**config.mk**
```make
export PLATFORM = sky130hd
export DESIGN_NAME = rms_sqrt
export DESIGN_NICKNAME = d
export VERILOG_FILES = /design/src/hdl/rms_sqrt.sv
export SDC_FILE = /design/constraint.sdc
export NUM_CORES = 1
export LEC_CHECK = 0
export ABC_AREA = 1
export BUFFER_PORTS_ARGS = -buffer_cell sky130_fd_sc_hd__buf_2
export CAP_MARGIN = 20
export CORE_ASPECT_RATIO = 0.75
export CORE_MARGIN = 1.5
export CORE_UTILIZATION = 35
export CTS_CLUSTER_DIAMETER = 80
export DETAILED_ROUTE_END_ITERATION = 8
export PLACE_DENSITY = 0.59
export RECOVER_POWER = 100
export SYNTH_ARGS = -nofsm -noshare
export SYNTH_HDL_FRONTEND = slang
export SYNTH_SLANG_ARGS = --single-unit
```
**constraint.sdc**
```tcl
create_clock -name clock -period 11.05 [get_ports clock]
set_input_delay 0.5525 -clock clock [delete_from_list [all_inputs] [get_ports clock]]
set_output_delay 0.5525 -clock clock [all_outputs]
set_load 0.01 [all_outputs]
```
**src/hdl/rms_sqrt.sv**
```systemverilog
// Digit-serial integer square root, two radicand bits per cycle.
// Standalone; the root is the floor of the exact root.
`default_nettype none
module rms_sqrt #(
   parameter int INW = 76,
   parameter int RTW = (INW + 1) / 2
) (
   input  wire                 clock,
   input  wire                 reset,
   input  wire                 start,
   input  wire  [INW-1:0]      radicand,
   output logic [RTW-1:0]      root,
   output logic                done
);

   localparam int EW = 2 * RTW;
   localparam int REMW = RTW + 2;
   localparam int CNTW = $clog2(RTW + 1);

   logic [EW-1:0]   sh_ff;
   logic [REMW-1:0] rem_ff;
   logic [RTW-1:0]  root_ff;
   logic [CNTW-1:0] cnt_ff;
   logic            done_ff;
   logic [REMW+1:0] trial;
   logic [REMW+1:0] test;
   logic            fits;

   always_comb begin
      trial = {rem_ff, sh_ff[EW-1:EW-2]};
      test  = (REMW + 2)'({root_ff, 2'b01});
      fits  = trial >= test;
   end

   always_ff @(posedge clock) begin
      if (start) begin
         sh_ff   <= EW'(radicand);
         rem_ff  <= '0;
         root_ff <= '0;
      end else if (cnt_ff != '0) begin
         rem_ff  <= fits ? REMW'(trial - test) : REMW'(trial);
         root_ff <= {root_ff[RTW-2:0], fits};
         sh_ff   <= sh_ff << 2;
      end
   end

   always_ff @(posedge clock) begin
      if (reset) begin
         cnt_ff  <= '0;
         done_ff <= 1'b0;
      end else if (start) begin
         cnt_ff  <= CNTW'(RTW);
         done_ff <= 1'b0;
      end else begin
         done_ff <= (cnt_ff == CNTW'(1));
         if (cnt_ff != '0) begin
            cnt_ff <= cnt_ff - CNTW'(1);
         end
      end
   end

   assign root = root_ff;
   assign done = done_ff;

endmodule
`default_nettype wire

```
==> results.json <==
{
  "layout_setup_ws_ns": 4.96,
  "crit_path_start_kind": "flip-flop",
  "synth_xor_area_share_pct": 2.29,
  "seqCellArea_um2": 3980,
  "setup_tns_ns": 0,
  "finalWirelength_um": 26600,
  "gr-total-overflow": 0,
  "p_per_area_nw_per_um2": 287,
  "ios": 118,
  "grt.total_usage_pct": 19.2,
  "synthAdderAreaFrac_pct": 5.63,
  "tightest_slew_ns": 2.64,
  "syn_area_per_cell_um2": 7.05,
  "cts_buffer_depth": 2,
  "first_pass_iters": 7,
  "antenna_found_initial": 0,
  "synth.top_cell.area_share_pct": 23.9,
  "period_share_pct": 55.1,
  "fill_cells": 2905,
  "cts_root_buf": "clkbuf_16",
  "diodes": 0,
  "fin_skew_ns": 0.0108,
  "slew_viol_final": 276,
  "die_x_um": 194,
  "rsz0062_at_grt": "no",
  "muxShareOfSynthArea_pct": 0,
  "fmax_ghz": 0.164,
  "layout_commonest_cell": "nand2_1",
  "r2r_cells": 9,
  "multiInputGateArea_um2": 4610,
  "cts_tree": "done",
  "clock_latency_ns": 0.44,
  "drive_above_1_share_pct": 8.92,
  "synthSimpleGateAreaFrac_pct": 32.2,
  "portBuffers": 117,
  "ir_worst_vdd_mv": 0.113,
  "post-place-ws_ns": 7.84,
  "vias_per_cell": 4.76,
  "postRouteAntennaNets": 0,
  "gp_congestion": 0.916,
  "cp.required_ns": 11.39,
  "worst-path-max-fanout": 85,
  "mostFrequentLayoutCells": "546 x nand2_1, 187 x inv_1, 101 x nor2_1",
  "cts_hold_buf": 0,
  "netlist_instances": 1355,
  "cts-resized-gates": 0,
  "cp.arrival_ns": 6.44,
  "grt_pass1_wl_um": 43100,
  "syn_area_um2": 9550,
  "via_count": 8657,
  "post_cts_buffers": 0,
  "synth_edf_count": 76,
  "synth-seq-area-share_pct": 41.7,
  "slew_headroom_pct": -76.3,
  "hold_violations": 0,
  "grt_start_max_net_pins": 86,
  "die_y_um": 146,
  "finalCriticalPeriod_ns": 6.09,
  "worstSetupPathType": "flip-flop to flip-flop",
  "status": "complete, but fails checks",
  "cp-end-kind": "flip-flop",
  "dp_hpwl_um": 19600,
  "rows": 52,
  "core-area_um2": 26900,
  "fin_util_pct": 40.5,
  "synth_top_family_by_area": "simple AND/OR/NAND/NOR gates",
  "p_leak_nw": 5.40,
  "yosys_warnings": 0,
  "die-area_um2": 28300,
  "synth-compound-area-share_pct": 8.48,
  "ys_types": 41,
  "cts_buffers": 17,
  "htreeDepth": 4,
  "syn2layout_area_growth_pct": 13.9,
  "grt_pass1_vias": 8143,
  "mappedNetlistNets": 1477,
  "synthTopCellsByArea": "edfxtp_1 24%, nand2_1 21%, dfxtp_1 18%",
  "drc": 2,
  "finalSetupViolCount": 0,
  "ys_seq_elements": 161,
  "clock_sinks": 161,
  "routedWlPerCell_um": 14.6,
  "layout.nets": 1578,
  "maxCapViolations": 6,
  "yosys_most_used_dff": "dfxtp_1",
  "drt-initial-drc-count": 641,
  "synthArstFlopShare_pct": 0,
  "cts.clk_slew.worst_paths_ns": 0.07,
  "yosysTopAreaCell": "edfxtp_1",
  "min_path_type": "input port to flip-flop",
  "min_path_cells": 2,
  "start_util_pct": 35.5,
  "violations": "DRC, capacitance limit, slew limit"
}
## cell type report
| type | instances | share of cell area, % |
|---|---|---|
| well taps | 351 | 4.04 |
| flip-flops and latches | 161 | 36.6 |
| repair buffers | 121 | 5.09 |
| inverters | 190 | 6.57 |
| clock inverters | 11 | 0.977 |
| multi-input cells | 965 | 42.4 |
| clock buffers | 21 | 4.33 |
## sequential cells by signal, summed over array words and instances, names as in the netlist
name / cells
sh_ff: 76
rem_ff: 40
root: 38
cnt_ff: 6
done: 1
## cell families (layout without fill, tap and decap cells)
family                     count (synthesis)  count (layout)
and+or+nand+nor                          753             753
adders and majority gates                 43              43
DFF                                      161             161
xor gates and xnor gates                  25              25
buffers and inverters                    229             343
AOI/OAI and AO/OA                        144             144
## worst max-delay path: stages (launching register included)
cell	delay [ns]
dfxtp_1	0.30
inv_1	0.13
ha_1	0.16
inv_1	0.06
nor3_4	0.39
inv_1	0.46
nor2_1	1.30
clkinvlp_2	1.88
buf_4	0.91
o21ai_0	0.31
## through the flow
stage                     instances  power [mW]  instance area (um2)  hold slack (ns)
final                          1820        3.13                10900            0.338
after global routing           1820        3.41                10900            0.320
after CTS                      1820        3.13                11000            0.316
after detailed placement       1788        2.52                10400            0.466
after global placement         1788        2.51                10400            0.464
after floorplan                1355        2.13                 9550            0.444
## cells in the mapped netlist, drive strengths merged, types with 3 or more instances
cell type  number
nor3            8
nand4           3
inv           190
a31oi           3
nand3b          7
a21oi          47
o22ai          39
edfxtp         76
xnor2          18
xor2            7
o21bai          5
nand3          74
buf            14
nor2          107
nand2         551
clkbuf         25
ha             43
dfxtp          85
o21ai          44
## worst paths after layout
kind                           start                      end  slack [ns]
max reg2reg   cnt_ff[1]$_SDFFE_PP0P_  rem_ff[19]$_SDFFE_PP0N_        4.96
max           cnt_ff[1]$_SDFFE_PP0P_  rem_ff[19]$_SDFFE_PP0N_        4.96
min                            reset   cnt_ff[5]$_SDFFE_PP0P_        0.34
min reg2reg  rem_ff[21]$_SDFFE_PP0N_  rem_ff[21]$_SDFFE_PP0N_        0.47
## routing by layer
metal	vias up	part of all wire, %	GRT usage [%]
met5	-	0	0
met4	0	1.4	5.12
met3	28	5.4	3.56
met2	198	41	27.2
met1	3949	52	29.4
li1	4482	-	-
## power breakdown
| part | switching (mW) | internal (mW) |
|---|---|---|
| clock network | 0.260 | 0.331 |
| logic | 1.17 | 0.566 |
| registers | 0.0548 | 0.743 |
No activity file was read; power rests on OpenSTA's default activity.
