## src/hdl/rms_mul.sv

```systemverilog
// Bit-serial shift-and-add unsigned multiplier, one multiplier bit per cycle.
// Standalone; done is registered at the same edge as the last step, so it rises with the final product.
`default_nettype none
module rms_mul #(
   parameter int AW_ = 24,
   parameter int BW_ = 24
) (
   input  wire                    clock,
   input  wire                    reset,
   input  wire                    start,
   input  wire  [AW_-1:0]         a,
   input  wire  [BW_-1:0]         b,
   output logic [AW_+BW_-1:0]     product,
   output logic                   done
);

   localparam int PW = AW_ + BW_;
   localparam int CNTW = $clog2(BW_ + 1);

   logic [PW-1:0]   mcand_ff;
   logic [BW_-1:0]  mplier_ff;
   logic [PW-1:0]   acc_ff;
   logic [CNTW-1:0] cnt_ff;
   logic            done_ff;

   always_ff @(posedge clock) begin
      if (start) begin
         mcand_ff  <= PW'(a);
         mplier_ff <= b;
         acc_ff    <= '0;
      end else if (cnt_ff != '0) begin
         if (mplier_ff[0]) begin
            acc_ff <= acc_ff + mcand_ff;
         end
         mcand_ff  <= mcand_ff << 1;
         mplier_ff <= mplier_ff >> 1;
      end
   end

   always_ff @(posedge clock) begin
      if (reset) begin
         cnt_ff  <= '0;
         done_ff <= 1'b0;
      end else if (start) begin
         cnt_ff  <= CNTW'(BW_);
         done_ff <= 1'b0;
      end else begin
         done_ff <= (cnt_ff == CNTW'(1));
         if (cnt_ff != '0) begin
            cnt_ff <= cnt_ff - CNTW'(1);
         end
      end
   end

   assign product = acc_ff;
   assign done = done_ff;

endmodule
`default_nettype wire

```

## config.mk

```make
export PLATFORM = sky130hd
export DESIGN_NAME = rms_mul
export DESIGN_NICKNAME = d
export VERILOG_FILES = /design/src/hdl/rms_mul.sv
export SDC_FILE = /design/constraint.sdc
export NUM_CORES = 1
export LEC_CHECK = 0
export BUFFER_PORTS_ARGS = -buffer_cell sky130_fd_sc_hd__clkbuf_2
export CORE_MARGIN = 2
export CORE_UTILIZATION = 30
export CTS_CLUSTER_SIZE = 12
export DETAILED_ROUTE_END_ITERATION = 12
export PLACE_DENSITY_LB_ADDON = 0.25
export SLEW_MARGIN = 20
export SYNTH_ARGS = -nofsm -noshare
export SYNTH_HDL_FRONTEND = slang
export SYNTH_SLANG_ARGS = --single-unit
```

## constraint.sdc

```tcl
create_clock -name clock -period 2.9 [get_ports clock]
set_input_delay 0.58 -clock clock [delete_from_list [all_inputs] [get_ports clock]]
set_output_delay 0.58 -clock clock [all_outputs]
set_load 0.01 [all_outputs]
```

==> impl_metrics.env <==
export IMPL_arrival_ps=3310
export IMPL_worstSkewPairLatency_ps=430
export IMPL_place_gp_congestion=0.815
export IMPL_cap_violations=0
export IMPL_cts_root_buf="clkbuf_16"
export IMPL_syn_to_final_growth_pct=25.0
export IMPL_drc_errors=0
export IMPL_synth_avg_cell_area_sq_um=9.02
export IMPL_max_vdd_ir_drop_mv=0.333
export IMPL_clock_sinks=126
export IMPL_worst_setup_path_start_kind="register"
export IMPL_drv_slew=0
export IMPL_slew_headroom=0.607
export IMPL_path_delay_family="compound AO/OA/AOI/OAI gates"
export IMPL_ioPinCount=100
export IMPL_synthDistinctLibCells=59
export IMPL_ys_seq_elements=126
export IMPL_fin_ws_ps=-97.0
export IMPL_port_buffers=99
export IMPL_drive_above_1_share=0.274
export IMPL_die_h_um=160
export IMPL_powerDensity_nw_per_um2=730
export IMPL_timing_hold_violations_final=0
export IMPL_hold_slack_ps=388
export IMPL_critPathBufInv=0
export IMPL_core_area_sq_um=24200
export IMPL_worstPathMaxFanout=3
export IMPL_drtPass1Iterations=4
export IMPL_worstPathRequired_ps=3220
export IMPL_via_count=6223
export IMPL_grt_pass1_wl_mm=31.9
export IMPL_numCtsBuffers=17
export IMPL_syn_num_nets=914
export IMPL_timing_critical_path_cells="ha_4, fa_2, a211oi_2, o21ai_2, a31oi_4, o21ai_2, a41o_4, a21oi_4, o31ai_2, a311o_1, o21a_1, a32o_1"
export IMPL_grt_ovfl_total=0
export IMPL_multiInputGateArea_sq_um=4190
export IMPL_nNetsFinal=1044
export IMPL_p_leak_nw=3.93
export IMPL_hp_class="in -> reg"
export IMPL_setup_viol=2
export IMPL_drt_total_wl_mm=19.4
export IMPL_n_antenna_cell=0
export IMPL_path_clk_slew_ps=60
export IMPL_hpwl_mm=14.0
export IMPL_wire_per_inst_um=15.2
export IMPL_seq_area_sq_um=3000
export IMPL_die_x_um=160
export IMPL_crit_slowest_cell="edfxtp_1"
export IMPL_ant_nets=0
export IMPL_final_common_cell="nand2_1"
export IMPL_rows=57
export IMPL_initial_core_util=0.303
export IMPL_finalSetupTns_ps=-107
export IMPL_via_per_inst=4.87
export IMPL_clock_path_buffers=2
export IMPL_drt_first_iter_violations=309
export IMPL_cts_tree="done"
export IMPL_synth_ff_type="dfxtp_1"
export IMPL_cts_htree_levels=4
export IMPL_mostFrequentLayoutCells="nand2_1, a21oi_1, clkbuf_2, dfxtp_1, buf_4"
export IMPL_status="complete, but fails checks"
export IMPL_max_freq_mhz=334
export IMPL_grt_max_degree=119
export IMPL_yosysSeqAreaShare=0.410
export IMPL_async_flop_share=0
export IMPL_rsz0062_at_grt="true"
export IMPL_cp_slowest_stage_delay_ps=430
export IMPL_violations="setup timing"
export IMPL_grt_pass1_vias=6177
export IMPL_cp_common_cell="o21ai_2"
export IMPL_finalClockSkew_ps=11.8
export IMPL_yosysWarnings=0
export IMPL_antenna_found_initial=0
export IMPL_crit_type="reg -> reg"
export IMPL_synth_edf_count=48
export IMPL_final_period_utilization=1.03
export IMPL_end_kind="register"
export IMPL_syn_inst=812
export IMPL_worstMarginPinSlew_ps=589
export IMPL_fillers=2508
export IMPL_syn_area_sq_um=7320
export IMPL_fin_crit_ps=3000
export IMPL_ctsHoldBuffers=0
export IMPL_track_usage=0.155
export IMPL_design_die_area_sq_um=25700
## cell usage after synthesis (3+ instances only)
cell / instances / area [sq um]
a211oi_1: 4 / 30.0
o21bai_1: 3 / 22.5
o21a_1: 7 / 52.6
buf_2: 4 / 20.0
a31oi_1: 4 / 25.0
inv_1: 9 / 33.8
a21o_1: 26 / 195
ha_1: 50 / 626
nand2_1: 149 / 559
o31ai_1: 4 / 30.0
a211o_1: 4 / 35.0
edfxtp_1: 48 / 1440
or3_1: 3 / 18.8
nor2b_1: 3 / 18.8
nand3b_1: 3 / 22.5
nor3_1: 15 / 75.1
dfxtp_1: 78 / 1560
xnor2_1: 22 / 193
nor2_1: 39 / 146
and3_1: 11 / 68.8
o211ai_1: 3 / 22.5
and2_1: 6 / 37.5
o21ai_0: 32 / 160
a21oi_1: 118 / 591
xor2_1: 10 / 87.6
nand3_1: 19 / 95.1
clkbuf_1: 32 / 120
nand2b_1: 4 / 25.0
mux2_2: 47 / 529
nand4_1: 13 / 81.3
## sequential cells by signal, summed over array words and instances, names as in the netlist
| name | flops |
|---|---|
| cnt_ff | 5 |
| done | 1 |
| mcand_ff | 48 |
| mplier_ff | 24 |
| product | 48 |
## where the power goes
part	leakage (nW)	internal, mW	total (mW)	switching, mW
Combinational	2.50	0.949	2.17	1.22
Sequential	1.13	2.12	2.29	0.168
Clock	0.295	1.30	2.22	0.923
Total	3.93	4.37	6.68	2.31
## through the flow
stage	area, sq um	utilization	std cells	power (mW)	setup slack (ps)
after floorplan	7330	-	812	3.72	-49.3
after global placement	8460	0.350	1243	4.46	-62.7
after detailed placement	8460	0.350	1243	4.46	-131
after CTS	9080	0.376	1277	6.73	-82.2
after global routing	9150	0.379	1279	7.11	-259
final	9150	0.379	1279	6.68	-97.0
## cell families after synthesis
kind of cell,count (synthesis),synth area share
simple gates,276,0.167
flops,126,0.410
xor+xnor,32,0.0383
buf+inv,49,0.0278
mux,47,0.0723
compound gates,231,0.196
fa+ha+maj,51,0.0881
## path summary, 6_finish.rpt
kind | start | endpoint | slack [ps] | depth (start not counted)
min reg2reg | mcand_ff[31]$_SDFFE_PP0P_ | mcand_ff[31]$_SDFFE_PP0P_ | 470 | 2
max reg2reg | mcand_ff[0]$_SDFFCE_PN0P_ | product[44]$_SDFFE_PP0P_ | -100 | 12
max | mcand_ff[0]$_SDFFCE_PN0P_ | product[44]$_SDFFE_PP0P_ | -100 | 12
min | reset | cnt_ff[3]$_SDFFE_PP0P_ | 390 | 2
## routing by layer
metal | GRT usage | routed length, um | up-vias
met5 | 0 | 0 | -
met4 | 0.0410 | 238 | 0
met3 | 0.0426 | 1020 | 15
met2 | 0.248 | 8740 | 115
met1 | 0.207 | 9430 | 2890
li1 | - | - | 3203
## what timing repair did
item | CTS | global route
gates resized for setup | 1 | 14
setup buffers | 2 | 2
pin swaps | 3 | 2
endpoints found under the setup margin | 4 | 18
## area by class of cell
type | instances | share of cell area
Clock inverter | 15 | 0.0190
Tap cell | 324 | 0.0443
Clock buffer | 17 | 0.0465
Timing Repair Buffer | 151 | 0.101
Multi-Input combinational cell | 637 | 0.457
Sequential cell | 126 | 0.328
Inverter | 9 | 0.00369
Note: power is estimated with default switching activity, not from simulation.
