## config.mk

```make
export PLATFORM = sky130hd
export DESIGN_NAME = rms_div
export DESIGN_NICKNAME = d
export VERILOG_FILES = /design/src/hdl/rms_div.sv
export SDC_FILE = /design/constraint.sdc
export NUM_CORES = 1
export LEC_CHECK = 0
export ABC_AREA = 0
export BUFFER_PORTS_ARGS = -buffer_cell sky130_fd_sc_hd__buf_2
export CAP_MARGIN = 20
export CORE_MARGIN = 2
export CORE_UTILIZATION = 30
export DETAILED_ROUTE_END_ITERATION = 6
export PLACE_DENSITY = 0.59
export SYNTH_ARGS = -nofsm -noshare
export SYNTH_HDL_FRONTEND = slang
export SYNTH_SLANG_ARGS = --single-unit
```

## constraint.sdc

```tcl
create_clock -name clock -period 4.4 [get_ports clock]
set_input_delay 0.88 -clock clock [delete_from_list [all_inputs] [get_ports clock]]
set_output_delay 0.88 -clock clock [all_outputs]
set_load 0.03 [all_outputs]
```

## src/hdl/rms_div.sv

```systemverilog
// Bit-serial restoring divider, one quotient bit per cycle.
// Standalone; the quotient holds until the next start.
`default_nettype none
module rms_div #(
   parameter int NUMW = 76,
   parameter int DENW = 14
) (
   input  wire                  clock,
   input  wire                  reset,
   input  wire                  start,
   input  wire  [NUMW-1:0]      numer,
   input  wire  [DENW-1:0]      denom,
   output logic [NUMW-1:0]      quot,
   output logic                 done
);

   localparam int CNTW = $clog2(NUMW + 1);

   logic [NUMW-1:0] sh_ff;
   logic [DENW-1:0] rem_ff;
   logic [DENW-1:0] den_ff;
   logic [CNTW-1:0] cnt_ff;
   logic            done_ff;
   logic [DENW:0]   trial;
   logic            fits;

   always_comb begin
      trial = {rem_ff, sh_ff[NUMW-1]};
      fits  = trial >= {1'b0, den_ff};
   end

   always_ff @(posedge clock) begin
      if (start) begin
         sh_ff  <= numer;
         rem_ff <= '0;
         den_ff <= denom;
      end else if (cnt_ff != '0) begin
         rem_ff <= fits ? DENW'(trial - {1'b0, den_ff}) : DENW'(trial);
         sh_ff  <= {sh_ff[NUMW-2:0], fits};
      end
   end

   always_ff @(posedge clock) begin
      if (reset) begin
         cnt_ff  <= '0;
         done_ff <= 1'b0;
      end else if (start) begin
         cnt_ff  <= CNTW'(NUMW);
         done_ff <= 1'b0;
      end else begin
         done_ff <= (cnt_ff == CNTW'(1));
         if (cnt_ff != '0) begin
            cnt_ff <= cnt_ff - CNTW'(1);
         end
      end
   end

   assign quot = sh_ff;
   assign done = done_ff;

endmodule
`default_nettype wire

```

==> metrics.md, run 1 <==
| Metric | Value |
|---|---|
| Worst-Skew Late Latency | 0.36 ns |
| Crit Path Class | reg2reg |
| Worst path max stage delay | 0.74 ns |
| Synthesized cell area | 5370 um2 |
| Crit end category | flip-flop |
| Clock share of power | 0.256 |
| DRT antenna net count | 0 |
| Initial antenna violation count | 0 |
| Critical Path Most Common Cell | inv_1 |
| Via-per-instance ratio | 4.79 |
| Required @ worst endpoint | 4.39 ns |
| Clock transition at path regs | 0.08 ns |
| FF/Latch Area | 3140 um2 |
| Internal power | 2050 uW |
| Fin crit period | 2.94 ns |
| Max VDD drop | 226 uV |
| Initial core utilization | 0.308 |
| Cts bufs inserted | 9 |
| Post-Synthesis Cells | 397 |
| Sw Ratio | 0.339 |
| P_leak | 0.00282 uW |
| Synthesized Nets | 508 |
| Worst EP arrival | 2.93 ns |
| Leading cell types in the layout, fill and taps excluded | 168 x buf_2, 90 x edfxtp_1, 75 x mux2_2 |
| Crit path cell chain | inv_1 > ha_1 > inv_1 > or3_4 > or4_1 > nor2_2 > inv_2 > buf_4 |
| Max-Cap Viols | 0 |
| Worst relative slew slack | 0.356 |
| Final setup vio count | 0 |
| Hold Crit Class | reg2reg |
| Most common cell after layout, fill and taps aside | buf_2 |
| Clock skew | 0.00841 ns |
| Vias in the first global route | 3924 |
| Setup TNS | 0 ns |
| Worst-margin pin slew | 0.966 ns |
| Final cell count without fillers | 794 |
| PwrDens | 461 nW/um2 |
| 1st-pass router iterations | 4 |
| # port buffers | 169 |
| DRC viols | 0 |
| Register bit total from synthesis | 112 |
| Portion of total power attributed to combinational logic | 0.281 |
| GPL Wtd Cong | 0.804 |
| Area Growth Syn to Fin | 25.2% |
| Total net switching power | 1050 uW |
| GRT Overall Usage | 0.147 |
| Endpoints failing hold | 0 |
| Ys Warns | 0 |
| Postcts setup bufs | 0 |
| Final slew viol count | 0 |
| Ant. Diodes | 0 |
| Avg WL per Cell | 16.6 um |
| Die X-Extent | 138 um |
| DP Wirelength | 9.82 mm |
| Grt ovf | 0 |
| Resize count post-CTS | 0 |
| First-pass GRT wire length | 21.2 mm |
| Max Root-Sink Buffers | 2 |
| TritonCTS clock tree | done |
| Prevailing post-synth register cell | edfxtp_1 |
| Crit path max-delay family | simple AND/OR/NAND/NOR gates |
| Root Buffer | clkbuf_16 |
| Sequential power share | 0.464 |
| Layout cells sized above 1 | 0.489 |
| Number of synthesized flops with an enable pin | 90 |
| Final nets | 676 |
| Inst Count DP | 779 |
| Worst path bufs/invs | 4 |
| Register area share after synthesis | 0.585 |
| Crit Path Max Fanout | 76 |
| Max Clock Freq | 0.340 GHz |
| Pin count of the biggest net entering global routing | 77 |
| Slowest stage cell, crit path | or4_1 |
| Hold_buf cts | 0 |
| H-tree depth | 3 |
| Via count | 3801 |
| Footprint of the multi-input gates | 2070 um2 |
| Area of the die | 19000 um2 |
| Crit share post-route | 0.669 |
| Syn avg cell area | 13.5 um2 |
| Filler cell count | 1714 |
| Status | complete, no violations |
| Row cnt | 48 |
| Initial drt markers | 172 |
| # IOs | 170 |
| Die Y | 138 um |
| Core region area | 17400 um2 |
| Startpoint types | flip-flop |
| Clock sinks | 112 |
| Total wire length | 13.2 mm |
| Yosys cell types | 60 |
| Async SR Flop Fraction | 0 |
| RSZ-0062 raised after global routing | no |
==> kinds of logic after synthesis <==
logic type	count (synthesis)	share of synthesized area
DFF	112	0.585
muxes	79	0.165
and+or+nand+nor	79	0.0829
AOI/OAI and AO/OA	62	0.0782
buffers and inverters	37	0.0296
adders and majority gates	18	0.0433
xor gates and xnor gates	10	0.0163
==> area by class of cell <==
| class | count | share of cell area |
|---|---|---|
| Clock buffer | 9 | 0.0335 |
| Clock inverter | 6 | 0.00781 |
| Inverter | 22 | 0.0123 |
| Multi-Input combinational cell | 248 | 0.308 |
| Sequential cell | 112 | 0.467 |
| Tap cell | 225 | 0.0419 |
| Timing Repair Buffer | 172 | 0.129 |
==> final timing paths <==
kind | startpoint | endpoint | slack, ns | depth (start not counted)
setup / recovery | cnt_ff[0] | quot[7] | 1.46 | 8
hold / removal | rem_ff[13] | rem_ff[13] | 0.51 | 2
setup reg to reg | cnt_ff[0] | quot[7] | 1.46 | 8
hold reg to reg | rem_ff[13] | rem_ff[13] | 0.51 | 2
==> cell usage after synthesis, types with 2 or more instances <==
cell / count / share of area
a211oi_1: 6 / 0.0084
a21o_1: 3 / 0.0042
a21oi_1: 19 / 0.018
a31oi_1: 2 / 0.0023
and2_1: 2 / 0.0023
and3_1: 2 / 0.0023
buf_2: 2 / 0.0019
clkbuf_1: 10 / 0.0070
dfxtp_1: 22 / 0.082
edfxtp_1: 90 / 0.50
ha_1: 17 / 0.040
inv_1: 22 / 0.015
mux2_2: 75 / 0.16
mux2i_1: 4 / 0.0075
nand2_1: 18 / 0.013
nand3_1: 7 / 0.0065
nand3b_1: 3 / 0.0042
nand4_1: 2 / 0.0023
nand4b_1: 2 / 0.0033
nor2_1: 16 / 0.011
nor2b_1: 2 / 0.0023
nor3_1: 5 / 0.0047
nor4_1: 2 / 0.0023
o21a_1: 2 / 0.0028
o21ai_0: 10 / 0.0093
o21ai_1: 3 / 0.0028
o22ai_1: 2 / 0.0023
o31ai_1: 2 / 0.0028
or3_1: 5 / 0.0058
or3_4: 2 / 0.0042
xnor2_1: 6 / 0.0098
xor2_1: 4 / 0.0065
==> routing by layer <==
metal  up-vias  GRT usage  routed length (um)
li1       1849          -                   -
met4         0     0.0578                 220
met5         -          0                   0
met3        11     0.0526                1220
met2       147      0.237                6280
met1      1794      0.181                5460
==> flip-flops by register name, indices dropped and copies added (netlist names) <==
signal,flops
cnt_ff,7
den_ff,14
done,1
quot,76
rem_ff,14
==> power by group through the flow <==
stage,registers (uW),logic [uW],clock network [uW]
after floorplan,1680,384,0
after global placement,1460,865,0
after detailed placement,1460,874,0
after CTS,1440,877,817
after global routing,1460,941,855
final,1440,870,793
==> worst register-to-register path, stage by stage (launching register included) <==
cell,delay [ns]
dfxtp_1,0.33
inv_1,0.09
ha_1,0.15
inv_1,0.05
or3_4,0.36
or4_1,0.74
nor2_2,0.37
inv_2,0.04
buf_4,0.40
==> per-stage QoR <==
stage / hold slack [ns] / utilization / total power [uW] / worst slack, ns / cell area (um2)
after CTS: 0.510 / 0.386 / 3130 / 1.46 / 6730
after global routing: 0.542 / 0.386 / 3260 / 1.26 / 6730
after detailed placement: 0.499 / 0.370 / 2330 / 1.46 / 6450
final: 0.507 / 0.386 / 3100 / 1.46 / 6730
after global placement: 0.504 / 0.370 / 2320 / 1.55 / 6450
after floorplan: 0.453 / - / 2060 / 0.959 / 5370
Power figures use the tool's default switching activity.
==> inputs of run 2 (changes only) <==
Settings changed: PLACE_DENSITY 0.59 to 0.61.
Clock period 4.4 ns to 2.7 ns, I/O delays scaled along.
==> metrics.md, run 2 (synthesis gave the netlist of run 1 again) <==
| Metric | Value |
|---|---|
| Max-Cap Viols | 0 |
| Most common cell after layout, fill and taps aside | buf_2 |
| Area of the die | 19000 um2 |
| Crit end category | flip-flop |
| Initial core utilization | 0.308 |
| First-pass GRT wire length | 21.1 mm |
| Clock sinks | 112 |
| GPL Wtd Cong | 0.909 |
| Crit Path Class | reg2reg |
| Initial antenna violation count | 1 |
| P_leak | 0.00287 uW |
| Hold_buf cts | 0 |
| GRT Overall Usage | 0.146 |
| Area Growth Syn to Fin | 26.9% |
| Grt ovf | 0 |
| Ant. Diodes | 0 |
| Row cnt | 48 |
| TritonCTS clock tree | done |
| Via count | 3823 |
| Hold Crit Class | in2reg |
| RSZ-0062 raised after global routing | no |
| Postcts setup bufs | 0 |
| Avg WL per Cell | 16.4 um |
| Root Buffer | clkbuf_16 |
| Die Y | 138 um |
| # port buffers | 169 |
| Fin crit period | 2.42 ns |
| Pin count of the biggest net entering global routing | 77 |
| Max VDD drop | 350 uV |
| H-tree depth | 3 |
| Filler cell count | 1713 |
| Vias in the first global route | 4001 |
| Leading cell types in the layout, fill and taps excluded | 168 x buf_2, 90 x edfxtp_1, 75 x mux2_2 |
| 1st-pass router iterations | 4 |
| Final slew viol count | 0 |
| Layout cells sized above 1 | 0.495 |
| Cts bufs inserted | 9 |
| Via-per-instance ratio | 4.77 |
| Resize count post-CTS | 0 |
| Fin util | 0.391 |
| Max reg flops | 76 |
| DRC viols | 0 |
| Clock skew | 0.0117 ns |
| Endpoints failing hold | 0 |
| Worst EP arrival | 2.68 ns |
| Crit share post-route | 0.895 |
| Final nets | 682 |
| PwrDens | 749 nW/um2 |
| Required @ worst endpoint | 2.97 ns |
| Crit Path Max Fanout | 3 |
| Setup TNS | 0 ns |
| Worst-Skew Late Latency | 0.36 ns |
| Max Root-Sink Buffers | 2 |
| Status | complete, no violations |
| Hold WS | 0.353 ns |
| Worst-margin pin slew | 0.511 ns |
| Initial drt markers | 136 |
| DP Wirelength | 9.78 mm |
| Core region area | 17400 um2 |
| Max Clock Freq | 0.414 GHz |
| DRT antenna net count | 0 |
| Tot Pwr | 5100 uW |
| Worst relative slew slack | 0.659 |
| Clock transition at path regs | 0.08 ns |
| # IOs | 170 |
| Total wire length | 13.1 mm |
| Final setup vio count | 0 |
| Die X-Extent | 138 um |
| Startpoint types | flip-flop |
## run 2: cell types whose count changed in the layout (fill, tap and decap cells not counted)
cell | before | now
buf_12 | 0 | 2
buf_4 | 4 | 8
clkinv_8 | 0 | 1
clkinvlp_4 | 1 | 0
inv_8 | 2 | 3
## run 2: cell type report
class                      count  area, um2  share of cell area
sequential                   112       3140               0.461
tap                          225        282              0.0413
clock inverter                 7       72.6              0.0106
clock buffer                   9        225              0.0330
inverter                      22       82.6              0.0121
multi-input combinational    248       2070               0.304
timing repair buffer         178        941               0.138
## run 2: per-stage QoR
| stage | cell area (um2) | setup WS [ns] | std cells |
|---|---|---|---|
| after floorplan | 5370 | -0.401 | 397 |
| after global placement | 6520 | 0.382 | 785 |
| after detailed placement | 6520 | 0.300 | 785 |
| after CTS | 6820 | 0.290 | 801 |
| after global routing | 6820 | 0.0466 | 801 |
| final | 6820 | 0.284 | 801 |
## run 2: worst paths after layout
check	start	end	slack, ns	depth (start not counted)
hold / removal	denom[5]	den_ff[5]	0.35	1
setup reg to reg	quot[75]	rem_ff[12]	0.28	11
setup / recovery	quot[75]	rem_ff[12]	0.28	11
hold reg to reg	rem_ff[2]	rem_ff[2]	0.49	2
## run 2: per-layer routing
| layer | up-vias | track usage | wire (um) | part of all wire |
|---|---|---|---|---|
| met5 | - | 0 | 13 | 0.00099 |
| met4 | 2 | 0.0646 | 302 | 0.023 |
| met3 | 21 | 0.0511 | 1110 | 0.084 |
| met2 | 130 | 0.241 | 6220 | 0.47 |
| met1 | 1811 | 0.171 | 5490 | 0.42 |
| li1 | 1859 | - | - | - |
## run 2: worst max-delay path: stages (launching register included)
cell and delay (ns):
edfxtp_1 0.42, inv_1 0.10, ha_1 0.14, inv_1 0.05, fa_1 0.42, a211oi_1 0.26
o21a_1 0.17, o311ai_0 0.15, a21oi_1 0.20, xnor2_1 0.13, nand2_1 0.07, a211oi_1 0.21
## run 2: where the power goes
group	leakage [uW]	switching (uW)	internal (uW)
combinational	0.00161	897	534
sequential	0.00111	156	2180
clock	0.000149	681	658
total	0.00287	1730	3370
